--- src/rtl/core/psem_pkg.sv ---
// Package for the priority semaphore wait list: request and response
// structs, operation and status codes, wait list command/status structs.
// No dependencies.
`default_nettype none

package psem_pkg;

  // Priority levels held by the wait bitmap (8 to 64)
  localparam int PrioLevels = 64;
  localparam int PrioW      = 6;
  localparam int RowW       = 3;
  localparam int ColW       = 3;
  localparam int RowCount   = 8;
  localparam int RowBits    = 8;
  localparam int CountW     = 16;

  localparam logic [CountW-1:0] CountMax = '1;

  typedef enum logic [1:0] {
    OP_WAIT   = 2'd0,
    OP_SIGNAL = 2'd1,
    OP_CANCEL = 2'd2
  } op_e;

  typedef enum logic [2:0] {
    ST_DONE      = 3'd0,
    ST_WAITING   = 3'd1,
    ST_ISR       = 3'd2,
    ST_REMOVED   = 3'd3,
    ST_SATURATED = 3'd4
  } status_e;

  typedef struct packed {
    logic [1:0]       operation;
    logic [PrioW-1:0] task_priority;
    logic             in_isr;
  } psem_req_t;

  typedef struct packed {
    logic [2:0]        status;
    logic              woken_valid;
    logic [PrioW-1:0]  woken_priority;
    logic [CountW-1:0] token_count;
  } psem_rsp_t;

  // Update command to the wait list
  typedef struct packed {
    logic             add;
    logic             remove;
    logic             pop;
    logic [PrioW-1:0] prio;
  } wl_cmd_t;

  // Wait list status: any waiter, and the most urgent one
  typedef struct packed {
    logic             any;
    logic [PrioW-1:0] top_prio;
  } wl_stat_t;

endpackage

`default_nettype wire

--- src/rtl/core/priority_semaphore_wait_list.sv ---
// Top level of the priority semaphore: request register, operation decode,
// token counter and response register. Depends on psem_pkg, psem_wait_list.
`default_nettype none

//  Channel | Direction | Handshake                | Payload
//  --------+-----------+--------------------------+------------------------
//  request | in        | in_valid_i / in_ready_o  | in_req_i  (psem_req_t)
//  result  | out       | out_valid_o / out_ready_i| out_rsp_o (psem_rsp_t)
//  config  | in        | cfg_we_i (no wait)       | cfg_wdata_i (16 bit)
//
//  One request per cycle sustained while the result is taken; a request
//  passes the request register, then the result register.
//  The decode, bitmap update and two-level search sit between those two.
//  Reset clears the token count, the wait bitmap and both valid flags.
//  A stalled result holds the request register; in_ready_o falls only when
//  both registers are full and the result is not taken.

module priority_semaphore_wait_list (
  input  wire logic                           clk_i,
  input  wire logic                           rst_ni,
  input  wire logic                           in_valid_i,
  output      logic                           in_ready_o,
  input  wire psem_pkg::psem_req_t            in_req_i,
  output      logic                           out_valid_o,
  input  wire logic                           out_ready_i,
  output      psem_pkg::psem_rsp_t            out_rsp_o,
  input  wire logic                           cfg_we_i,
  input  wire logic [psem_pkg::CountW-1:0]    cfg_wdata_i
);

  localparam logic [psem_pkg::PrioW:0] LevelsExt =
    (psem_pkg::PrioW + 1)'(psem_pkg::PrioLevels);
  localparam logic [psem_pkg::PrioW-1:0] PrioTop =
    psem_pkg::PrioW'(psem_pkg::PrioLevels - 1);

  logic                          req_valid_q;
  psem_pkg::psem_req_t           req_q;
  logic                          out_valid_q;
  psem_pkg::psem_rsp_t           rsp_q, rsp_d;
  logic [psem_pkg::CountW-1:0]   count_q, count_d;
  logic                          advance;
  logic [psem_pkg::PrioW-1:0]    prio_sat;
  psem_pkg::wl_cmd_t             wl_cmd;
  psem_pkg::wl_stat_t            wl_stat;
  psem_pkg::status_e             status;

  assign advance    = req_valid_q && (!out_valid_q || out_ready_i);
  assign in_ready_o = !req_valid_q || advance;

  // Hold the request until it moves into the result register
  always_ff @(posedge clk_i or negedge rst_ni) begin
    if (!rst_ni) begin
      req_valid_q <= 1'b0;
    end else if (in_ready_o) begin
      req_valid_q <= in_valid_i;
    end
  end

  always_ff @(posedge clk_i) begin
    if (in_ready_o && in_valid_i) begin
      req_q <= in_req_i;
    end
  end

  // Clamp priorities beyond the configured levels
  assign prio_sat = ({1'b0, req_q.task_priority} >= LevelsExt) ? PrioTop
                                                               : req_q.task_priority;

  // Decode the operation against count and wait list
  always_comb begin
    wl_cmd      = '0;
    wl_cmd.prio = prio_sat;
    status      = psem_pkg::ST_DONE;
    count_d     = count_q;
    rsp_d       = '0;
    case (psem_pkg::op_e'(req_q.operation))
      psem_pkg::OP_WAIT: begin
        if (req_q.in_isr) begin
          status = psem_pkg::ST_ISR;
        end else if (count_q != '0) begin
          count_d = count_q - 1'b1;
        end else begin
          wl_cmd.add = advance;
          status     = psem_pkg::ST_WAITING;
        end
      end
      psem_pkg::OP_SIGNAL: begin
        if (wl_stat.any) begin
          wl_cmd.pop           = advance;
          rsp_d.woken_valid    = 1'b1;
          rsp_d.woken_priority = wl_stat.top_prio;
        end else if (count_q == psem_pkg::CountMax) begin
          status = psem_pkg::ST_SATURATED;
        end else begin
          count_d = count_q + 1'b1;
        end
      end
      psem_pkg::OP_CANCEL: begin
        wl_cmd.remove = advance;
        status        = psem_pkg::ST_REMOVED;
      end
      default: begin
      end
    endcase
    rsp_d.status      = status;
    rsp_d.token_count = count_d;
  end

  psem_wait_list u_wait_list (
    .clk_i  (clk_i),
    .rst_ni (rst_ni),
    .cmd_i  (wl_cmd),
    .stat_o (wl_stat)
  );

  // Load the count from configuration, else advance it with each request
  always_ff @(posedge clk_i or negedge rst_ni) begin
    if (!rst_ni) begin
      count_q <= '0;
    end else if (cfg_we_i) begin
      count_q <= cfg_wdata_i;
    end else if (advance) begin
      count_q <= count_d;
    end
  end

  // Hold the result until taken
  always_ff @(posedge clk_i or negedge rst_ni) begin
    if (!rst_ni) begin
      out_valid_q <= 1'b0;
    end else if (advance) begin
      out_valid_q <= 1'b1;
    end else if (out_ready_i) begin
      out_valid_q <= 1'b0;
    end
  end

  always_ff @(posedge clk_i) begin
    if (advance) begin
      rsp_q <= rsp_d;
    end
  end

  assign out_valid_o = out_valid_q;
  assign out_rsp_o   = rsp_q;

  a_ready_only_when_full: assert property (@(posedge clk_i) disable iff (!rst_ni)
    !in_ready_o |-> (req_valid_q && out_valid_q && !out_ready_i))
    else $error("request side stalled without a stalled result");

  a_queued_waiter_seen: assert property (@(posedge clk_i) disable iff (!rst_ni)
    wl_cmd.add |=> wl_stat.any)
    else $error("queued waiter missing from the wait list");

  a_woken_is_done: assert property (@(posedge clk_i) disable iff (!rst_ni)
    out_valid_o && out_rsp_o.woken_valid |-> out_rsp_o.status == psem_pkg::ST_DONE)
    else $error("woken task reported with a non-done status");

  a_no_woken_zero: assert property (@(posedge clk_i) disable iff (!rst_ni)
    out_valid_o && !out_rsp_o.woken_valid |-> out_rsp_o.woken_priority == '0)
    else $error("woken priority set without a woken task");

  a_saturated_at_max: assert property (@(posedge clk_i) disable iff (!rst_ni)
    out_valid_o && out_rsp_o.status == psem_pkg::ST_SATURATED
      |-> out_rsp_o.token_count == psem_pkg::CountMax)
    else $error("saturation reported below the maximum count");

endmodule

`default_nettype wire

--- src/rtl/core/psem_wait_list.sv ---
// Two-tier wait bitmap (group byte plus eight row bytes) with a
// two-level lowest-set-bit search. Depends on psem_pkg.
`default_nettype none

module psem_wait_list (
  input  wire logic               clk_i,
  input  wire logic               rst_ni,
  input  wire psem_pkg::wl_cmd_t  cmd_i,
  output psem_pkg::wl_stat_t      stat_o
);

  localparam int Bits = psem_pkg::RowCount * psem_pkg::RowBits;

  logic [Bits-1:0]                 rows_q, rows_d;
  logic [psem_pkg::RowCount-1:0]   group_q, group_d;
  logic [psem_pkg::RowW-1:0]       top_row;
  logic [psem_pkg::ColW-1:0]       top_col;
  logic [psem_pkg::RowBits-1:0]    top_byte;
  logic [psem_pkg::PrioW-1:0]      top_prio;

  // Index of the lowest set bit of a byte, zero when none
  function automatic logic [2:0] lowest_bit(input logic [7:0] m);
    logic [2:0] idx;
    idx = '0;
    for (int i = 7; i >= 0; i--) begin
      if (m[i]) begin
        idx = 3'(i);
      end
    end
    return idx;
  endfunction

  // Search the group first, then the chosen row
  always_comb begin
    top_row  = lowest_bit(group_q);
    top_byte = rows_q[top_row*psem_pkg::RowBits +: psem_pkg::RowBits];
    top_col  = lowest_bit(top_byte);
    top_prio = {top_row, top_col};
  end

  assign stat_o.any      = |group_q;
  assign stat_o.top_prio = top_prio;

  // Set, drop or pop one waiter; group bits follow the row contents
  always_comb begin
    rows_d = rows_q;
    if (cmd_i.add) begin
      rows_d[cmd_i.prio] = 1'b1;
    end
    if (cmd_i.remove) begin
      rows_d[cmd_i.prio] = 1'b0;
    end
    if (cmd_i.pop) begin
      rows_d[top_prio] = 1'b0;
    end
    for (int r = 0; r < psem_pkg::RowCount; r++) begin
      group_d[r] = |rows_d[r*psem_pkg::RowBits +: psem_pkg::RowBits];
    end
  end

  always_ff @(posedge clk_i or negedge rst_ni) begin
    if (!rst_ni) begin
      rows_q  <= '0;
      group_q <= '0;
    end else begin
      rows_q  <= rows_d;
      group_q <= group_d;
    end
  end

  // Group bits mirror non-empty rows
  for (genvar g = 0; g < psem_pkg::RowCount; g++) begin : g_chk
    a_group_mirror: assert property (@(posedge clk_i) disable iff (!rst_ni)
      group_q[g] == (|rows_q[g*psem_pkg::RowBits +: psem_pkg::RowBits]))
      else $error("group bit out of step with its row");
  end

  a_pop_needs_waiter: assert property (@(posedge clk_i) disable iff (!rst_ni)
    cmd_i.pop |-> stat_o.any)
    else $error("pop issued with an empty wait list");

endmodule

`default_nettype wire

--- config.mk ---
export PLATFORM = sky130hd
export DESIGN_NAME = priority_semaphore_wait_list
export DESIGN_NICKNAME = d
export VERILOG_FILES = /design/src/rtl/core/psem_pkg.sv /design/src/rtl/core/priority_semaphore_wait_list.sv /design/src/rtl/core/psem_wait_list.sv
export SDC_FILE = /design/constraint.sdc
export NUM_CORES = 1
export LEC_CHECK = 0
export ABC_CLOCK_PERIOD_IN_PS = 5300
export BUFFER_PORTS_ARGS = -buffer_cell sky130_fd_sc_hd__buf_4
export CAP_MARGIN = 0
export CORE_UTILIZATION = 30
export CTS_CLUSTER_SIZE = 20
export DETAILED_ROUTE_END_ITERATION = 10
export REMOVE_ABC_BUFFERS = 1
export SKIP_LAST_GASP = 1
export SLEW_MARGIN = 20
export SYNTH_ARGS = -nofsm -noshare
export SYNTH_HDL_FRONTEND = slang
export SYNTH_HIERARCHICAL = 1
export SYNTH_SLANG_ARGS = --single-unit
export TNS_END_PERCENT = 50
--- constraint.sdc ---
create_clock -name clk_i -period 5.3 [get_ports clk_i]
set_input_delay 0.795 -clock clk_i [delete_from_list [all_inputs] [get_ports clk_i]]
set_output_delay 0.795 -clock clk_i [all_outputs]
set_load 0.02 [all_outputs]
**Yosys cells after proc, flatten, opt, wreduce, memory -nomap -nowiden**

Index checks and enable logic that the tools add are counted.

- Add/sub/neg operators: 2
- Magnitude comparators: 4
- Eq/ne operators: 3
- Shifts and indexed selects: 1
- Muxes and demuxes: 44
- Bitwise gates (word level): 5
- Reductions and logical operators: 22

Operators by type and width:

| cell | number |
|---|---|
| $mux W64 | 3 |
| $and A64 B64 Y64 | 2 |
| $not A64 Y64 | 2 |
| $mux W16 | 6 |
| $reduce_or A8 Y1 | 9 |
| $or A64 B64 Y64 | 1 |
| $shiftx A64 B7 Y8 | 1 |
| $mux W3 | 19 |
| $pmux W16 S2 | 1 |
| $add A16 B1 Y16 const B | 1 |
| $eq A16 B16 Y1 const B | 1 |
| $reduce_bool A16 Y1 | 1 |
| $sub A16 B1 Y16 const B | 1 |
| $lt A6 B7 Y1 const B | 2 |
| $demux W1 S6 | 2 |
| $ge A6 B1 Y1 const B | 2 |
| $mux W1 | 11 |
| $pmux W3 S3 | 1 |
| $mux W7 | 1 |
| $logic_and A1 B1 Y1 | 4 |
| $reduce_bool A2 Y1 | 2 |
| $eq A2 B1 Y1 const B | 1 |
| $eq A2 B2 Y1 const B | 1 |
| $logic_not A1 Y1 | 2 |
| other kinds (3) | 4 |

- Flip-flop bits (word level): 125
- Input bits: 30
- Output and inout bits: 28
- Logic and storage cells: 93

**Depth between registers and ports, before layout**

- Word-level depth: 25
- Mapped depth: 16
- Gate-level depth less buffers: 14

**Modules after synthesis**

Netlist, hierarchy kept.

Modules (own cells, without submodules):

| module | instances | cells an instance | area each (µm²) | seq. area each (µm²) |
|---|---|---|---|---|
| psem_wait_list | 1 | 571 | 4842.1 | 1801.7 |
| priority_semaphore_wait_list | 1 | 296 | 3041.7 | 1501.4 |

**Least setup slack after synthesis**

No wires, ideal clock.

- Path type: input port to flip-flop
- Start: input out_ready_i
- End: register u_wait_list/group_q[0] (netlist bit)
- Library setup time: 0.139 ns
- Data arrival time: 3.599 ns
- Data required time: 5.161 ns
- Path slack: 1.562 ns
- Stages on the path: 11
- Path through: nand2b_1 > nand2_1 > inv_1 > clkbuf_1 > and2_1 > nand2_1 > nor2_1 > clkbuf_1 > nand3_1 > a311o_1 > or4_1

RTL lines:

| item | RTL line | text |
|---|---|---|
| start, declared | priority_semaphore_wait_list.sv:25 | `input wire logic out_ready_i,` |
| end signal, assigned | psem_wait_list.sv:67 | `group_q <= group_d;` |
| end, declared | psem_wait_list.sv:15 | `logic [psem_pkg::RowCount-1:0] group_q, group_d;` |

==> flow_summary_export.csv <==
group,metric,value,unit
power,powerDensity,267.0,mW/mm2
synthesis,synth-simple-area-share,25.90,%
clock_tree,cts_buffer_depth,2,
routing,drt_iter0_drc,911,
sta,min_period,4.688,ns
routing,drc,0,
sta,setup_viol,0,
synthesis,synth_area_per_cell,9.093,um2
clock_tree,cts_setup_buffers,0,
worst_setup_path,cp-startpoint,"u_wait_list/group_q[0]",
worst_setup_path,regToRegSetupSlack,0.61,ns
sta,worst_slew_pin_slew,1.090,ns
global_routing,grt_pass1_vias,7224,
sta,holdWs,0.4218,ns
worst_setup_path,critPathKind,"register to register",
final_layout,drive_above_1_share,17.25,%
routing,ant_nets,0,
synthesis,synthXorXnorAreaFrac,2.222,%
synthesis,synth_area,0.007884,mm2
routing,routed_wl,27.67,mm
sta,hold_viol_final,0,
clock_tree,clkTransAtPathRegs,0.07,ns
worst_setup_path,cp.arrival,4.99,ns
worst_setup_path,r2r_cells,12,
worst_setup_path,critPathRequiredTime,5.60,ns
run,max_cap_viol_count,0,
sta,max_freq,0.2133,GHz
power,finalPower,0.002460,W
power,p_switching,0.0006626,W
worst_setup_path,crit_fanout,26,
floorplanning,initial_utilization,30.95,%
floorplanning,die-area,0.02693,mm2
floorplanning,ios,58,
floorplanning,die_w,164.1,um
final_layout,n_antenna_cell,0,
routing,vias,7448,
floorplanning,core-area,0.02547,mm2
sta,tns,0,ns
clock_tree,root_buffer,"clkbuf_16",
power,power_frac_seq,44.2,%
floorplanning,row_count,58,
routing,first_pass_iters,5,
power,clock_power_share,46.8,%
synthesis,ys_seq_area_share,41.90,%
synthesis,synth_top_family_by_area,"simple AND/OR/NAND/NOR gates",
final_layout,layout.cells.non_filler,1252,
clock_tree,cts_made_buffers,17,
synthesis,ys_top_cells_by_area,"dfrtp_1 (29%), edfxtp_1 (13%), a21oi_1 (5.1%)",
synthesis,yosysWarnings,6,
worst_setup_path,worstSetupStartpointType,"register",
synthesis,synth_cells,867,
power,comb_power_share,9.0,%
floorplanning,die_y,164.1,um
worst_setup_path,reg2reg_to,"u_wait_list/group_q[1]",
min_path,hp-class,"input port to async pin",
routing,wl_per_cell,22.10,um
synthesis,synth_edf_count,35,
clock_tree,insertion_delay,0.44,ns
placed_design,place_inst,1220,
synthesis,synth_top_area_share,28.57,%
placed_design,gp_congestion,1.004,
placed_design,io_buffer_count,57,
routing,avgViaCountPerCell,5.949,
worst_setup_path,endpoint_kind,"register",
sta,finalClockSkew,0.01615,ns
power,leakagePower,3.709,nW
power,internal_power,0.001798,W
sta,slew_headroom,26.56,%
synthesis,synth-main-ff-cell,"dfrtp_1",
sta,timing.final.crit_share,88.45,%
worst_setup_path,worstReg2RegStart,"u_wait_list/group_q[0]",
global_routing,grt_pass1_wl,43.04,mm
final_layout,areaGrowthSynthToFinish,16.85,%
global_routing,grt_max_degree,52,
global_routing,grt_overflow,0,
power,peakVddDrop,0.2193,mV
synthesis,synthMuxAreaShare,0.9998,%
synthesis,synth_top_area_cell,"dfrtp_1",
worst_setup_path,crit_end,"u_wait_list/group_q[1]",
power,netSwitchingFraction,26.93,%
clock_tree,hold_buffers,0,
global_routing,antenna_found_initial,0,
sta,drv_slew,0,
final_layout,final_nets,942,
synthesis,synth-seq-cells,125,
synthesis,synth_compound_area_share,24.81,%
sta,rsz0062_at_grt,"no",
clock_tree,cts_resized,0,
global_routing,grt_usage,21.40,%
synthesis,synthDistinctLibCells,95,
clock_tree,htree_levels,4,
clock_tree,cts_sinks,125,
outcome,outcome,"complete, no violations",
placed_design,dp_hpwl,20.31,mm
clock_tree,cts_tree,"done",
synthesis,synth-async-reset-ratio,72.00,%
synthesis,synthAdderAreaFrac,0.4761,%
## registers in the layout, summed over array words and instances (netlist names)
register,flops
u_wait_list/group_q,8
req_q,3
prio_sat,6
u_wait_list/rows_q,64
req_valid_q,1
out_rsp_o,26
count_q,16
out_valid_o,1
## how the worst min path moves through the flow
stage	start	end	slack (ns)
after global placement	req_valid_q	out_valid_o	0.47
final	rst_ni	count_q[9]	0.42
after CTS	rst_ni	count_q[9]	0.45
after global routing	rst_ni	count_q[9]	0.47
after floorplan	req_valid_q	out_valid_o	0.46
after detailed placement	req_valid_q	out_valid_o	0.48
## metrics by stage
step	instance area, um2	utilization (%)	worst slack [ns]
finish	9213	36.17	0.6121
global route	9213	36.17	0.4238
CTS	9208	36.15	0.7261
detailed placement	8636	33.90	0.7250
global placement	8636	33.90	0.8691
floorplan	7630	-	1.355
## cell type report
| class | instances | area, um2 |
|---|---|---|
| fill | 2590 | 16260 |
| multi-input combinational | 676 | 4294 |
| sequential | 125 | 3303 |
| timing repair buffer | 79 | 593.1 |
| clock buffer | 20 | 457.9 |
| tap | 330 | 412.9 |
| clock inverter | 12 | 113.9 |
| inverter | 10 | 37.54 |
## placed cells by master (no fill, tap or decap), types with 17 or more instances in the layout
cell         n
nand2_1     41
and3_1      18
edfxtp_1    35
o21ai_1     19
nor3_1      20
clkbuf_16   18
dfrtp_1     90
o21ai_0     17
o22ai_1     48
nand3_1     30
and2_1      17
nor2_1     102
a21oi_1     80
buf_4       79
## cells in the mapped netlist (16+ instances only)
library cell	count
edfxtp_1	35
nor2_1	102
o22ai_1	48
and2_1	17
o21ai_1	19
dfrtp_1	90
a21oi_1	80
nor3_1	21
buf_2	16
nand3_1	30
o21ai_0	17
nand2_1	41
and3_1	18
clkbuf_1	34
## power by group through the flow
stage | logic [W] | clock network, W | registers [W]
6_report | 0.000222 | 0.00115 | 0.00109
5_1_grt | 0.000244 | 0.00121 | 0.00109
4_1_cts | 0.000224 | 0.00117 | 0.00109
3_5_place_dp | 0.000224 | 0 | 0.00110
3_3_place_gp | 0.000220 | 0 | 0.00110
2_1_floorplan | 0.000105 | 0 | 0.00112
## layer usage
metal  up-vias  global-route usage [%]  wire length, um
li1       3408                       -                -
met1      3616                   27.75            11590
met2       369                   33.93            13060
met3        55                   4.722             2104
met4         0                   9.596              918
met5         -                       0                0
## cell families (layout without fill, tap and decap cells)
group,after synthesis,in the layout
AOI/OAI and AO/OA,288,288
xor gates and xnor gates,20,20
adders and majority gates,3,3
buffers and inverters,66,121
DFF,125,125
muxes,7,7
and+or+nand+nor,358,358
## worst max-delay path, stage by stage, from the launching register on
cell and delay, ns:
dfrtp_1 0.48, nor3_1 0.23, o21a_1 0.45, nor2_4 0.10
inv_2 0.44, mux2_4 0.37, a2111oi_4 0.58, nand4_4 0.23
nor4b_4 0.74, buf_4 0.26, a22o_1 0.12, a22oi_1 0.06
or4_1 0.48
Power figures use the tool's default switching activity.
